**src/hdl/ssk_pkg.sv**
```systemverilog
// ----------------------------------------------------------------------------
// ssk_pkg
// Types and constants shared by the Shell sort core with Knuth gaps.
// ----------------------------------------------------------------------------
package ssk_pkg;

    localparam int unsigned VALUE_W = 32;

    typedef struct packed {
        logic signed [VALUE_W-1:0] value;
        logic                      last;
    } item_t;

    typedef struct packed {
        logic signed [VALUE_W-1:0] sorted_value;
        logic                      last_out;
        logic                      overflow;
    } result_t;

    typedef enum logic [3:0] {
        ST_LOAD,
        ST_GAP_FIRST,
        ST_GAP_NEXT,
        ST_PASS_I,
        ST_RD,
        ST_CMP,
        ST_WR2,
        ST_EMIT_RD,
        ST_EMIT_LD
    } sort_state_t;

endpackage

```
**src/hdl/shell_sort_knuth_gaps_core.sv**
```systemverilog
// ----------------------------------------------------------------------------
// shell_sort_knuth_gaps_core
// Collects a set of signed values, Shell-sorts them in place in one memory
// using Knuth gaps, then emits them in ascending order.
// ----------------------------------------------------------------------------
// Loading takes one item per cycle while item_stall is low; after the marked
// item the sort runs each compare-exchange step as read, compare with first
// write and second write, through the single store (one write port, two
// registered read ports); each result is emitted once the output is free.
// Reset clears the element count, the dropped flag and all control state;
// the store contents are undefined until written.
module shell_sort_knuth_gaps_core #(
    parameter int unsigned MAX_ITEMS = 64
) (
    input  logic            clk,
    input  logic            rst_n,
    input  logic            item_valid,
    output logic            item_stall,
    input  ssk_pkg::item_t  item,
    output logic            result_valid,
    input  logic            result_stall,
    output ssk_pkg::result_t result
);
    import ssk_pkg::*;

    localparam int unsigned AW = (MAX_ITEMS > 1) ? $clog2(MAX_ITEMS) : 1;
    localparam int unsigned CW = $clog2(MAX_ITEMS + 1);
    localparam int unsigned XW = CW + 4;

    logic [VALUE_W-1:0] mem [MAX_ITEMS];

    sort_state_t state_reg, state_next;
    logic [CW-1:0] count_reg, count_next;
    logic          dropped_reg, dropped_next;
    logic [CW-1:0] gap_reg, gap_next;
    logic [CW-1:0] cand_reg, cand_next;
    logic [CW-1:0] i_reg, i_next;
    logic [CW-1:0] j_reg, j_next;
    logic [CW-1:0] k_reg, k_next;
    result_t       result_reg, result_next;
    logic          result_valid_reg, result_valid_next;

    logic [VALUE_W-1:0] rd_a_reg, rd_b_reg;
    logic               rd_en;
    logic [AW-1:0]      raddr_a, raddr_b;
    logic               mem_we;
    logic [AW-1:0]      waddr;
    logic [VALUE_W-1:0] wdata;

    logic [CW-1:0] j_minus_gap;
    logic [XW-1:0] cand_x9p3;
    logic [XW-1:0] cand_x3p1;
    logic          out_taken;

    assign j_minus_gap = j_reg - gap_reg;
    assign cand_x9p3   = (XW'(cand_reg) << 3) + XW'(cand_reg) + XW'(3);
    assign cand_x3p1   = (XW'(cand_reg) << 1) + XW'(cand_reg) + XW'(1);
    assign out_taken   = result_valid_reg && !result_stall;

    assign item_stall   = (state_reg != ST_LOAD);
    assign result_valid = result_valid_reg;
    assign result       = result_reg;

    // Store: one write port, two registered read ports.
    always_ff @(posedge clk)
    begin
        if (mem_we)
        begin
            mem[waddr] <= wdata;
        end
        if (rd_en)
        begin
            rd_a_reg <= mem[raddr_a];
            rd_b_reg <= mem[raddr_b];
        end
    end

    always_ff @(posedge clk or negedge rst_n)
    begin
        if (!rst_n)
        begin
            state_reg        <= ST_LOAD;
            count_reg        <= '0;
            dropped_reg      <= 1'b0;
            gap_reg          <= '0;
            cand_reg         <= '0;
            i_reg            <= '0;
            j_reg            <= '0;
            k_reg            <= '0;
            result_valid_reg <= 1'b0;
        end
        else
        begin
            state_reg        <= state_next;
            count_reg        <= count_next;
            dropped_reg      <= dropped_next;
            gap_reg          <= gap_next;
            cand_reg         <= cand_next;
            i_reg            <= i_next;
            j_reg            <= j_next;
            k_reg            <= k_next;
            result_valid_reg <= result_valid_next;
        end
    end

    always_ff @(posedge clk)
    begin
        result_reg <= result_next;
    end

    always_comb
    begin
        state_next        = state_reg;
        count_next        = count_reg;
        dropped_next      = dropped_reg;
        gap_next          = gap_reg;
        cand_next         = cand_reg;
        i_next            = i_reg;
        j_next            = j_reg;
        k_next            = k_reg;
        result_next       = result_reg;
        result_valid_next = result_valid_reg && !out_taken;
        rd_en             = 1'b0;
        raddr_a           = j_minus_gap[AW-1:0];
        raddr_b           = j_reg[AW-1:0];
        mem_we            = 1'b0;
        waddr             = count_reg[AW-1:0];
        wdata             = item.value;

        unique case (state_reg)
            ST_LOAD:
            begin
                if (item_valid)
                begin
                    if (count_reg < CW'(MAX_ITEMS))
                    begin
                        mem_we     = 1'b1;
                        count_next = count_reg + CW'(1);
                    end
                    else
                    begin
                        dropped_next = 1'b1;
                    end
                    if (item.last)
                    begin
                        cand_next  = CW'(1);
                        state_next = ST_GAP_FIRST;
                    end
                end
            end

            // The first gap is the largest Knuth gap h not above count/3 (at least 1),
            // found by testing 3*(3h+1) <= count, one gap step per cycle.
            ST_GAP_FIRST:
            begin
                if (cand_x9p3 <= XW'(count_reg))
                begin
                    cand_next = cand_x3p1[CW-1:0];
                end
                else
                begin
                    gap_next   = cand_reg;
                    i_next     = cand_reg;
                    state_next = ST_PASS_I;
                end
            end

            // The next gap is the largest Knuth gap below the current one.
            ST_GAP_NEXT:
            begin
                if (cand_x3p1 < XW'(gap_reg))
                begin
                    cand_next = cand_x3p1[CW-1:0];
                end
                else
                begin
                    gap_next   = cand_reg;
                    i_next     = cand_reg;
                    state_next = ST_PASS_I;
                end
            end

            ST_PASS_I:
            begin
                if (i_reg < count_reg)
                begin
                    j_next     = i_reg;
                    state_next = ST_RD;
                end
                else if (gap_reg == CW'(1))
                begin
                    k_next     = '0;
                    state_next = ST_EMIT_RD;
                end
                else
                begin
                    cand_next  = CW'(1);
                    state_next = ST_GAP_NEXT;
                end
            end

            ST_RD:
            begin
                rd_en      = 1'b1;
                state_next = ST_CMP;
            end

            // rd_a holds the entry at j-gap, rd_b the entry at j.
            ST_CMP:
            begin
                if ($signed(rd_a_reg) > $signed(rd_b_reg))
                begin
                    mem_we     = 1'b1;
                    waddr      = j_minus_gap[AW-1:0];
                    wdata      = rd_b_reg;
                    state_next = ST_WR2;
                end
                else
                begin
                    i_next     = i_reg + CW'(1);
                    state_next = ST_PASS_I;
                end
            end

            ST_WR2:
            begin
                mem_we = 1'b1;
                waddr  = j_reg[AW-1:0];
                wdata  = rd_a_reg;
                if (j_minus_gap >= gap_reg)
                begin
                    j_next     = j_minus_gap;
                    state_next = ST_RD;
                end
                else
                begin
                    i_next     = i_reg + CW'(1);
                    state_next = ST_PASS_I;
                end
            end

            ST_EMIT_RD:
            begin
                raddr_a = k_reg[AW-1:0];
                if (!result_valid_reg)
                begin
                    rd_en      = 1'b1;
                    state_next = ST_EMIT_LD;
                end
            end

            ST_EMIT_LD:
            begin
                result_next.sorted_value = rd_a_reg;
                result_next.last_out     = (k_reg == count_reg - CW'(1));
                result_next.overflow     = dropped_reg;
                result_valid_next        = 1'b1;
                if (k_reg == count_reg - CW'(1))
                begin
                    // The final item may wait at the output while a new set loads.
                    count_next   = '0;
                    dropped_next = 1'b0;
                    state_next   = ST_LOAD;
                end
                else
                begin
                    k_next     = k_reg + CW'(1);
                    state_next = ST_EMIT_RD;
                end
            end

            default:
            begin
                state_next = ST_LOAD;
            end
        endcase
    end

    a_count_bounded: assert property (@(posedge clk) disable iff (!rst_n)
        count_reg <= CW'(MAX_ITEMS))
        else $error("element count exceeds capacity");

    a_cmp_after_read: assert property (@(posedge clk) disable iff (!rst_n)
        state_reg == ST_CMP |-> $past(state_reg) == ST_RD)
        else $error("compare without a preceding read");

    a_emit_slot_free: assert property (@(posedge clk) disable iff (!rst_n)
        state_reg == ST_EMIT_LD |-> !$past(result_valid_reg))
        else $error("result register overwritten while occupied");

endmodule

```
**config.mk**
```make
export PLATFORM = sky130hd
export DESIGN_NAME = shell_sort_knuth_gaps_core
export DESIGN_NICKNAME = d
export VERILOG_FILES = /design/src/hdl/ssk_pkg.sv /design/src/hdl/shell_sort_knuth_gaps_core.sv
export SDC_FILE = /design/constraint.sdc
export NUM_CORES = 2
export LEC_CHECK = 0
export BUFFER_PORTS_ARGS = -buffer_cell sky130_fd_sc_hd__clkbuf_2
export CORE_MARGIN = 4
export CORE_UTILIZATION = 42
export DETAILED_ROUTE_END_ITERATION = 16
export GPL_TIMING_DRIVEN = 1
export PLACE_DENSITY = 0.56
export SLEW_MARGIN = 30
export SYNTH_ARGS = -nofsm -noshare
export SYNTH_HDL_FRONTEND = slang
export SYNTH_SLANG_ARGS = --single-unit
```
**constraint.sdc**
```tcl
create_clock -name clk -period 4.6 [get_ports clk]
set_clock_uncertainty 0.1 [all_clocks]
set_input_delay 0.92 -clock clk [delete_from_list [all_inputs] [get_ports clk]]
set_output_delay 0.92 -clock clk [all_outputs]
set_load 0.02 [all_outputs]
```
Word level (Yosys, flattened, before mapping)
Memories as Yosys holds them, arrays and structs flattened. A register that Yosys moved wholly into a read port is not among the register bits.
Cells that the tools add are included.
{"block": "word_totals", "ram_bits": 2048, "inputBits": 37, "word_cells": 129, "romBits": 0, "mem_count": 1, "latchBits": 0, "ff_bits": 82, "out_inout_bits": 36}
{"name": "mem", "words": 64, "width": 32, "rd": 2, "rd_clocked_by_memory_dff": 2, "write_ports": 1, "line_no": "shell_sort_knuth_gaps_core.sv:30", "text": "logic [VALUE_W-1:0] mem [MAX_ITEMS];"}
{"block": "classes", "add_sub_neg": 9, "bitwise_logic": 0, "shifts": 0, "mux": 53, "reduce_logical": 20, "magnitude_cmp": 6, "eq_ne": 28, "div": 0, "mul": 0}
{"cell": "$mux 7", "count": 18}
{"cell": "$pmux 32 s2", "count": 1}
{"cell": "$pmux 7 s2", "count": 4}
{"cell": "$pmux 7 s4", "count": 2}
{"cell": "$ne 2x2->1 const B", "count": 18}
{"cell": "$pmux 4 s9", "count": 1}
{"cell": "$gt 32x32->1", "count": 1}
{"cell": "$mux 32", "count": 1}
{"cell": "$add 7x1->7 const B", "count": 3}
{"cell": "$mux 4", "count": 5}
{"cell": "$eq 4x3->1 const B", "count": 4}
{"cell": "$mux 3", "count": 5}
{"cell": "$mux 6", "count": 2}
{"cell": "$pmux 6 s2", "count": 1}
{"cell": "$reduce_and 4->1", "count": 3}
{"cell": "$reduce_bool 4->1", "count": 3}
{"cell": "$add 10x7->11", "count": 1}
{"cell": "$add 11x2->11 const B", "count": 1}
{"cell": "$le 11x7->1", "count": 1}
{"cell": "$add 9x1->10 const B", "count": 1}
{"cell": "$lt 10x7->1", "count": 1}
{"cell": "$mux 1", "count": 10}
{"cell": "$reduce_and 5->1", "count": 2}
{"cell": "$add 8x7->9", "count": 1}
{"cell": "18 further kinds", "count": 26}

Logic depth before layout (Yosys ltp)
{"block": "logic_depth", "word_depth": 6, "depth_mapped": 21, "ltp_nobuf": 17}

Worst setup path before layout
No wires, ideal clock.
{"block": "synth_path", "kind": "register to register", "start": "register j_reg[0]", "end": "memory mem[56][0] (enable)", "n_path_buf": 4, "setup_time_ns": 0.421, "required_ns": 4.079, "path_slack_ns": -0.326, "synth_period_minus_slack_ns": 4.926, "t_arrival_ns": 4.405, "stages_incl_launch_ff": 15, "path_cell_list": "dfrtp_1 -> clkbuf_1 -> buf_2 -> buf_2 -> buf_2 -> inv_1 -> ha_1 -> nand2b_1 -> a21oi_1 -> a21o_1 -> a21oi_1 -> xnor2_1 -> a221o_2 -> nand3_1 -> nor2_1"}
{"block": "synth_via", "elab_chain_cells": 3}
{"item": "start, declared", "line_no": "shell_sort_knuth_gaps_core.sv:38", "text": "logic [CW-1:0] j_reg, j_next;"}
{"item": "start signal, assigned", "line_no": "shell_sort_knuth_gaps_core.sv:100", "text": "j_reg <= j_next;"}
{"item": "$sub 7x7->7", "line_no": "shell_sort_knuth_gaps_core.sv:55", "text": "assign j_minus_gap = j_reg - gap_reg;"}
{"item": "$mux 6", "line_no": "shell_sort_knuth_gaps_core.sv:211", "text": "if ($signed(rd_a_reg) > $signed(rd_b_reg))"}
{"item": "$pmux 6 s2 (*)", "line_no": "shell_sort_knuth_gaps_core.sv:130", "text": "unique case (state_reg)"}
{"item": "end, declared", "line_no": "shell_sort_knuth_gaps_core.sv:30"}
Mark *: on every way between the ends. The rest lies on a longest branch, timed or not.

Worst setup path after layout
{"block": "layout_path", "start": "register rd_a_reg[13] (read register of mem)", "end": "memory mem[0][9] (enable)"}
{"block": "layout_via", "elab_chain_cells": 5, "elab_cells_between_ends": 7, "cone_classes": "order compare: 1; mux: 6"}
{"item": "start, declared", "line_no": "shell_sort_knuth_gaps_core.sv:43", "text": "logic [VALUE_W-1:0] rd_a_reg, rd_b_reg;"}
{"item": "$gt 32x32->1 (*)", "line_no": "shell_sort_knuth_gaps_core.sv:211"}
{"item": "$mux 1", "line_no": "shell_sort_knuth_gaps_core.sv:211"}
{"item": "$pmux 1 s3", "line_no": "shell_sort_knuth_gaps_core.sv:130"}
{"item": "$mux 1", "line_no": "shell_sort_knuth_gaps_core.sv:67", "text": "if (mem_we)"}
{"item": "$mux 1 (not written as such)", "line_no": "shell_sort_knuth_gaps_core.sv:69", "text": "mem[waddr] <= wdata;"}
Marks and branches as above.

==> impl_metrics.toml <==
[global_route]
track_usage_pct = 27.3
wire_length_of_the_first_global_routing_pass_um = 486000
grt_max_degree = 119
grt_pass1_vias = 57300
number_of_antenna_violations_at_the_first_check_in_global_routing = 28
globalRoute.totalOverflow = 0

[setup_path]
startpoint_type = "register"
critical_path.cell_chain = "ha_1 > nand4_4 > nor4_4 > a21boi_2 > o31ai_2 > o211a_4 > a221oi_4 > buf_4 > nand3_2 > buf_12 > nor2_4 > buf_12"
worstReg2RegEnd = "mem[0][9]"
path_class = "register to register"
crit_cells = 12
endpoint_kind = "register"
critical_path_most_common_cell = "buf_12"
critical_path_sink = "mem[0][9]"
critPathBufInv = 3
timing.reg2reg.worst_path_depth = 12
cp_data_required_time_ns = 5.02
maximum_fanout_encountered_on_the_critical_timing_path = 18
ff2ff_setup_slack_ns = 0.11
worst_path_max_delay_cell = "edfxtp_1"
critical_path.reg2reg.startpoint = "rd_a_reg[13]"
startpoint_of_the_worst_setup_timing_path = "rd_a_reg[13]"
critical-path-top-delay-family = "compound AO/OA/AOI/OAI gates"
max_stage_delay_ns = 0.60
cp_data_arrival_time_ns = 4.91

[floorplanning]
die_width_um = 505
initial_utilization_pct = 42.2
rows = 182
floorplan.core_area_sq_um = 246000
die_area_sq_um = 255000
die-height_um = 505
boundaryPins = 73

[finish]
final_layout_size_suffix_gt1_share_pct = 38.9
final_cells = 8843
layout_commonest_cell = "edfxtp_1"
largest_register_ff_count = 2048
layout_common_cells = "edfxtp_1, mux4_2, mux2i_1"
area_growth_syn_to_layout_pct = 16.7
final_core_utilization_pct = 49.2
design.final.nets = 5532

[routing]
remaining_antenna_violation_count = 0
via_per_inst = 6.59
drt_first_iter_violations = 8198
routed_wirelength_um = 351000
detailroute.via_count = 58200
remaining_drc_errors = 0
wl_per_cell_um = 39.7
drt_first_pass_iters = 6

[logic_synthesis]
syn_area_per_cell_sq_um = 20.8
syn-num-nets = 5104
synthTopCellsByArea = "edfxtp_1, mux4_2, mux2i_1"
count_of_synthesis_stage_warnings_from_yosys = 0
biggest_area_consumer_among_synthesized_cells = "edfxtp_1"
synth-async-reset-ratio_pct = 2.19
postSynth.topFlopCell = "edfxtp_1"
synthDistinctLibCells = 79
ys_seq_elements = 2194
post_synth_inst_count = 4982
post_synth_instance_area_sq_um = 104000
ys_seq_area_share_pct = 63.3
number_of_enable_flip_flop_cells_after_synthesis = 2146
synth_top_area_share_pct = 62.1

[status]
outcome = "finished, final reports clean"

[timing]
fin_crit_sh_pct = 97.5
fin_worst_setup_slack_ns = 0.113
drv_slew = 0
final.min_clock_period_ns = 4.49
final_hold_viol_count = 0
slew_headroom_pct = 34.6
final.setup.tns_ns = 0
tightestPinTransition_ns = 0.981
setup-violations-final = 0
rsz0062_at_grt = "no"
maxClockFrequency_mhz = 223

[cts]
clock_sinks = 2194
ctsRootBufferMaster = "clkbuf_16"
tritoncts_clock_tree = "yes"
clock_pin_slew_worst_setup_and_hold_paths_ns = 0.06
cts.htree.levels = 4
cts_buf_count = 233
worstSkewPairLatency_ns = 0.90
clockBufferDepth = 3

[placed_design]
pre_cts_ws_ns = 0.151
dp.final_hpwl_um = 239000
gp_routability_congestion = 0.869
dpl.cell_count = 8390
place.port_buffers = 72

[run]
drv_cap = 0

[hold_path]
hold_path.class = "input port to async pin"
## cell type report
| class | instances | area (sq um) |
|---|---|---|
| Tap cell | 3220 | 4030 |
| Inverter | 68 | 255 |
| Antenna cell | 8 | 20.0 |
| Timing Repair Buffer | 540 | 6750 |
| Fill cell | 19700 | 125000 |
| Clock inverter | 167 | 1620 |
| Sequential cell | 2194 | 65700 |
| Multi-Input combinational cell | 2373 | 36800 |
| Clock buffer | 273 | 6010 |
## synth_stat cells, drive strengths merged (3+ instances only)
library cell  number
a211oi             7
o21ai             37
nor2b              6
nor3b              4
a22oi             31
buf              231
nand4             20
ha                83
dfrtp             48
and3               8
inv               67
mux2              12
xor2              16
a221oi             4
mux2i            506
o21bai             4
nand3             27
edfxtp          2146
a221o              6
nor4b              3
nor4               5
xnor2             23
nor2             118
nand2            133
nand2b             8
a21boi             4
o211ai             8
a21oi             49
o21a               6
a31oi              7
a21o               9
o22ai              4
clkbuf           116
mux4            1177
nor3              10
a211o              3
## routing by layer
layer  track usage, %  share of wire (%)  vias to the layer above
li1                 -                  -                    22500
met1             38.4                 40                    32100
met5                0              0.025                        -
met2             43.5                 48                     3212
met4             8.05                3.4                       12
met3             5.43                8.9                      460
## cell families (layout without fill, tap and decap cells)
group | Yosys count | in the layout | synth area share, %
other cells | 0 | 8 | 0
compound gates | 201 | 201 | 1.35
simple gates | 353 | 353 | 1.58
xor+xnor | 39 | 39 | 0.329
buf+inv | 415 | 1048 | 1.87
flops | 2194 | 2194 | 63.3
fa+ha+maj | 85 | 85 | 1.04
mux | 1695 | 1695 | 30.6
## worst register-to-register path, cell delays in order (launching register included)
cell and delay (ns):
edfxtp_1 0.60, ha_1 0.48, nand4_4 0.17, nor4_4 0.55
a21boi_2 0.29, o31ai_2 0.14, o211a_4 0.33, a221oi_4 0.41
buf_4 0.19, nand3_2 0.11, buf_12 0.20, nor2_4 0.30
buf_12 0.23
## through the flow
stage               hold WS [ns]  cell area [sq um]
floorplan                  0.325             104000
global placement           0.370             113000
detailed placement         0.351             113000
CTS                       0.0710             121000
global route               0.129             121000
finish                     0.116             121000
## how the worst min path moves through the flow
stage                            start      endpoint  slack, ns
after floorplan            dropped_reg     result[0]       0.32
after global placement    rd_a_reg[14]    result[16]       0.37
after detailed placement   dropped_reg     result[0]       0.35
after CTS                        rst_n   cand_reg[5]       0.07
after global routing             rst_n   cand_reg[5]       0.13
final                            rst_n  count_reg[6]       0.12
## what timing repair did
item,4_1_cts,5_1_grt
setup endpoints to repair,0,458
hold buffers,0,0
buffers inserted,0,4
gates resized for setup,0,1
Power is not shown: default switching activity piles up to over one toggle a cycle in this logic, so the estimate is an artifact.
